### src/sv/mef_pkg.sv
// ----------------------------------------------------------------------------
// mef_pkg
// Shared types and constants of the magnetoelastic field and energy block:
// register indexes, sequencer step codes and the command and status groups.
// ----------------------------------------------------------------------------
package mef_pkg;

  localparam int CFG_INDEX_W = 3;
  localparam int NUM_CELLS_W = 25;
  localparam int STEP_W      = 4;

  typedef logic [CFG_INDEX_W-1:0] cfg_index_t;

  localparam cfg_index_t CFG_FIELD_COEF_NORMAL  = 3'd0;
  localparam cfg_index_t CFG_FIELD_COEF_SHEAR   = 3'd1;
  localparam cfg_index_t CFG_ENERGY_COEF_NORMAL = 3'd2;
  localparam cfg_index_t CFG_ENERGY_COEF_SHEAR  = 3'd3;
  localparam cfg_index_t CFG_CELL_VOLUME        = 3'd4;
  localparam cfg_index_t CFG_NUM_CELLS          = 3'd5;
  localparam cfg_index_t CFG_FIELD_ENABLE       = 3'd6;

  typedef logic [STEP_W-1:0] step_t;

  localparam step_t STEP_FNORM  = 4'd0;
  localparam step_t STEP_FSH1   = 4'd1;
  localparam step_t STEP_FSH2   = 4'd2;
  localparam step_t STEP_SQ     = 4'd3;
  localparam step_t STEP_CROSS  = 4'd4;
  localparam step_t STEP_ENORM  = 4'd5;
  localparam step_t STEP_ESHEAR = 4'd6;
  localparam step_t STEP_FCN    = 4'd7;
  localparam step_t STEP_FCS    = 4'd8;
  localparam step_t STEP_ECOEF  = 4'd9;
  localparam step_t STEP_CELL   = 4'd10;
  localparam step_t STEP_ACCUM  = 4'd11;
  localparam step_t STEP_VOL    = 4'd12;
  localparam step_t STEP_TOTAL  = 4'd13;

  typedef struct packed {
    logic  load_in;
    logic  run;
    step_t step;
    logic  load_out;
  } mef_cmd_t;

  typedef struct packed {
    logic last;
  } mef_sts_t;

endpackage

### src/sv/mef_ctrl.sv
// ----------------------------------------------------------------------------
// mef_ctrl
// Sequencer of the block: accepts a cell, steps the datapath through its
// product steps and loads the output register when it is free.
// ----------------------------------------------------------------------------
module mef_ctrl
  import mef_pkg::*;
(
  input  logic     clk,
  input  logic     rst,
  input  logic     in_valid,
  output logic     in_stall,
  output logic     out_valid,
  input  logic     out_stall,
  output mef_cmd_t cmd,
  input  mef_sts_t sts
);

  typedef enum logic [2:0] {
    S_IDLE = 3'b001,
    S_RUN  = 3'b010,
    S_DONE = 3'b100
  } state_t;

  state_t state, state_next;
  step_t  step, step_next;
  logic   out_valid_next;
  logic   load_out;
  logic   out_free;

  assign out_free = !out_valid || !out_stall;
  assign in_stall = rst || (state != S_IDLE);

  always_comb begin
    state_next = state;
    step_next  = step;
    load_out   = 1'b0;
    case (state)
      S_IDLE: begin
        if (in_valid) begin
          state_next = S_RUN;
          step_next  = STEP_FNORM;
        end
      end
      S_RUN: begin
        if ((step == STEP_ACCUM && !sts.last) || step == STEP_TOTAL) begin
          state_next = S_DONE;
        end else begin
          step_next = step + 4'd1;
        end
      end
      S_DONE: begin
        if (out_free) begin
          load_out   = 1'b1;
          state_next = S_IDLE;
        end
      end
      default: begin
        state_next = S_IDLE;
      end
    endcase
  end

  always_comb begin
    out_valid_next = out_valid;
    if (load_out) begin
      out_valid_next = 1'b1;
    end else if (out_valid && !out_stall) begin
      out_valid_next = 1'b0;
    end
  end

  always_ff @(posedge clk) begin
    if (rst) begin
      state     <= S_IDLE;
      step      <= STEP_FNORM;
      out_valid <= 1'b0;
    end else begin
      state     <= state_next;
      step      <= step_next;
      out_valid <= out_valid_next;
    end
  end

  assign cmd.load_in  = in_valid && (state == S_IDLE);
  assign cmd.run      = (state == S_RUN);
  assign cmd.step     = step;
  assign cmd.load_out = load_out;

endmodule

### config.mk
export PLATFORM = sky130hd
export DESIGN_NAME = mef_ctrl
export DESIGN_NICKNAME = d
export VERILOG_FILES = /design/src/sv/mef_pkg.sv /design/src/sv/mef_ctrl.sv
export SDC_FILE = /design/constraint.sdc
export NUM_CORES = 1
export LEC_CHECK = 0
export BUFFER_PORTS_ARGS = -buffer_cell sky130_fd_sc_hd__buf_4
export CAP_MARGIN = 20
export CORE_AREA = 8 8 45 47
export DETAILED_ROUTE_END_ITERATION = 16
export DIE_AREA = 0 0 53 55
export SLEW_MARGIN = 5
export SYNTH_ARGS = -nofsm -noshare
export SYNTH_HDL_FRONTEND = slang
export SYNTH_SLANG_ARGS = --single-unit
### constraint.sdc
create_clock -name clk -period 2.2 [get_ports clk]
set_input_delay 0 -clock clk [delete_from_list [all_inputs] [get_ports clk]]
set_output_delay 0 -clock clk [all_outputs]
set_load 0.01 [all_outputs]
==> flow_summary_export.csv <==
group,metric,value,unit
yosys,syn_area,454,um^2
timing,min_period,1.66,ns
clock_network,cts_tree,"yes",
drt,wl_per_cell,13.2,um
grt,grt_max_degree,12,
layout,drive_gt1_share,34.9,%
grt,grt_pass1_wl,1570,um
timing,setup_ws,0.541,ns
power_and_ir_drop,power.leakage,0.000241,uW
clock_network,clock_sinks,8,
run_status,status,"completed",
power_and_ir_drop,powerDensity,524,nW/um^2
yosys,synth-async-reset-ratio,0,%
placed_design,port_buffers,13,
layout,diodes,0,
timing,clock.fmax,0.603,GHz
grt,grt_use_total,7.33,%
worst_setup_path,crit_path_start_kind,"flop",
timing,relSlewSlack,67.5,%
placed_design,place_ws,0.564,ns
power_and_ir_drop,intPower,229,uW
drt,drtIter0Drc,6,
layout,area_growth,27.3,%
yosys,synth-edff-count,0,
timing,fin_crit_sh,75.4,%
yosys,ys_warn_count,0,
floorplan,initial_core_util,32.8,%
clock_network,path_clk_slew,0.06,ns
grt,grt_overflow,0,
yosys,syn_nets,57,
clock_network,root_buffer,"clkbuf_4",
clock_network,cts_setup_buffers,0,
power_and_ir_drop,seqPwrFrac,50.2,%
layout,nets,72,
worst_setup_path,critPathRequiredTime,2.35,ns
floorplan,dieArea,2920,um^2
drt,drtAntennaViolNets,0,
clock_network,h-tree-depth,1,
floorplan,core_area,1380,um^2
power_and_ir_drop,ir_drop,0.262,mV
layout,multi_input_area,263,um^2
layout,seq_area,160,um^2
layout,fin_area,578,um^2
timing,hold_viol,0,
timing,finalSetupViolations,0,
floorplan,die_y,55,um
clock_network,max-clock-path-buffers,2,
timing,rsz0062_at_grt,"no",
placed_design,place_congestion,0.663,
power_and_ir_drop,total_power,303,uW
yosys,netlist_instances,50,
grt,first_global_vias,380,
worst_setup_path,cp.arrival,1.80,ns
clock_network,post_cts_resized,0,
power_and_ir_drop,switching_power,73.9,uW
clock_network,clock_latency,0.25,ns
layout,nFillCells,148,
power_and_ir_drop,power_frac_comb,11.5,%
yosys,avgSynthCellArea,9.08,um^2
floorplan,die_w,53,um
hold_path,hold_class,"in2reg",
power_and_ir_drop,switching_share,24.4,%
clock_network,cts_hold_buf,0,
drt,first_pass_iters,6,
yosys,ys_ff_latch,8,
yosys,synth_ff_type,"dfxtp_1",
yosys,yosysSeqAreaShare,35.3,%
worst_setup_path,path_class,"reg2reg",
floorplan,ios,14,
timing,slew_violations,0,
drt,drt_wl_total,1040,um
timing,tightestPinTransition,0.480,ns
timing,fin_skew,0.00218,ns
drt,vias_per_cell,5.39,
placed_design,place_hpwl,792,um
worst_setup_path,end_kind,"flop",
yosys,synthDistinctLibCells,31,
power_and_ir_drop,clock_power_share,38.3,%
grt,antenna_found_initial,0,
drt,drc,0,
worst_setup_path,path_max_fanout,5,
timing,fin_tns_setup,0,ns
drt,vias,426,
placed_design,postPlaceCellArea,556,um^2
clock_network,cts-buffers-inserted,3,
floorplan,rows,14,
job,maxCapViolations,0,
-- through the flow --
step | cells | util [%] | hold slack [ns]
finish | 79 | 41.8 | 0.00219
global route | 79 | 41.8 | 0.00925
CTS | 79 | 41.8 | 0.000695
detailed placement | 76 | 40.1 | 0.272
global placement | 76 | 40.1 | 0.263
floorplan | 50 | - | 0.117
-- layout make-up --
type	count	share of cell area (%)
multi-input combinational	35	45.5
timing repair buffer	13	16.9
sequential	8	27.7
clock buffer	3	3.90
tap	16	3.46
inverter	4	2.60
-- path summary, 6_finish.rpt --
check	cells after the start	to	from	slack, ns
max reg2reg	5	step[1]	step[1]	0.54
max	5	step[1]	step[1]	0.54
min reg2reg	1	state[2]	state[0]	0.50
min	2	state[1]	rst	0.002
-- placed cells by master (no fill, tap or decap) --
master     instances
a2111oi_2          1
a211oi_1           1
a211oi_2           1
a21oi_1            2
a31oi_1            1
a41oi_1            1
and3_1             1
buf_4             13
clkbuf_4           3
dfxtp_1            8
ha_1               2
inv_1              4
mux2_2             2
nand2_1            2
nand3_1            2
nand4b_1           1
nand4bb_1          1
nor2_1             3
nor2b_1            1
nor3_1             3
nor3b_1            1
nor4bb_1           1
o211ai_1           1
o21ai_0            1
o21bai_1           1
or3_1              1
or3b_1             1
or3b_2             1
or4_1              1
or4b_2             1
-- synth_stat cells (2+ instances only) --
library cell  instances  area share, %
dfxtp_1               8             35
inv_1                 4            3.3
nor2_1                3            2.5
nor3_1                3            3.3
a21oi_1               2            2.2
ha_1                  2            5.5
mux2_2                2            5.0
nand2_1               2            1.7
nand3_1               2            2.2
-- sequential cells by signal (all words and copies together), names as in the netlist --
name and cells:
out_valid 1, state 3, step 4
-- worst max-delay path: stages, from the launching register on --
cell and delay, ns:
dfxtp_1 0.40, inv_1 0.09, ha_1 0.20, and3_1 0.22, nor3_1 0.27, mux2_2 0.37
-- power by group through the flow --
stage / logic, uW / clock network, uW / registers [uW]
after floorplan: 19.7 / 0 / 154
after global placement: 35.4 / 0 / 155
after detailed placement: 35.4 / 0 / 155
after CTS: 35.4 / 120 / 152
after global routing: 38.3 / 124 / 152
final: 34.8 / 116 / 152
-- kinds of logic (layout without fill, tap and decap cells) --
group | after synthesis | in the layout | synth area share [%]
AND/OR/NAND/NOR | 21 | 21 | 29.8
AO/OA/AOI/OAI | 10 | 10 | 17.6
flip-flops | 8 | 8 | 35.3
buffers and inverters | 7 | 20 | 6.88
adder cells (fa/ha/maj) | 2 | 2 | 5.51
multiplexers | 2 | 2 | 4.96
-- layer usage --
layer  vias up  wire [um]  global-route usage (%)
met5         -          0                       0
met4         0         21                    7.76
met3         2         43                    1.07
met2        10        518                    10.9
met1       201        458                    8.52
li1        213          -                       -
Power figures use the tool's default switching activity.
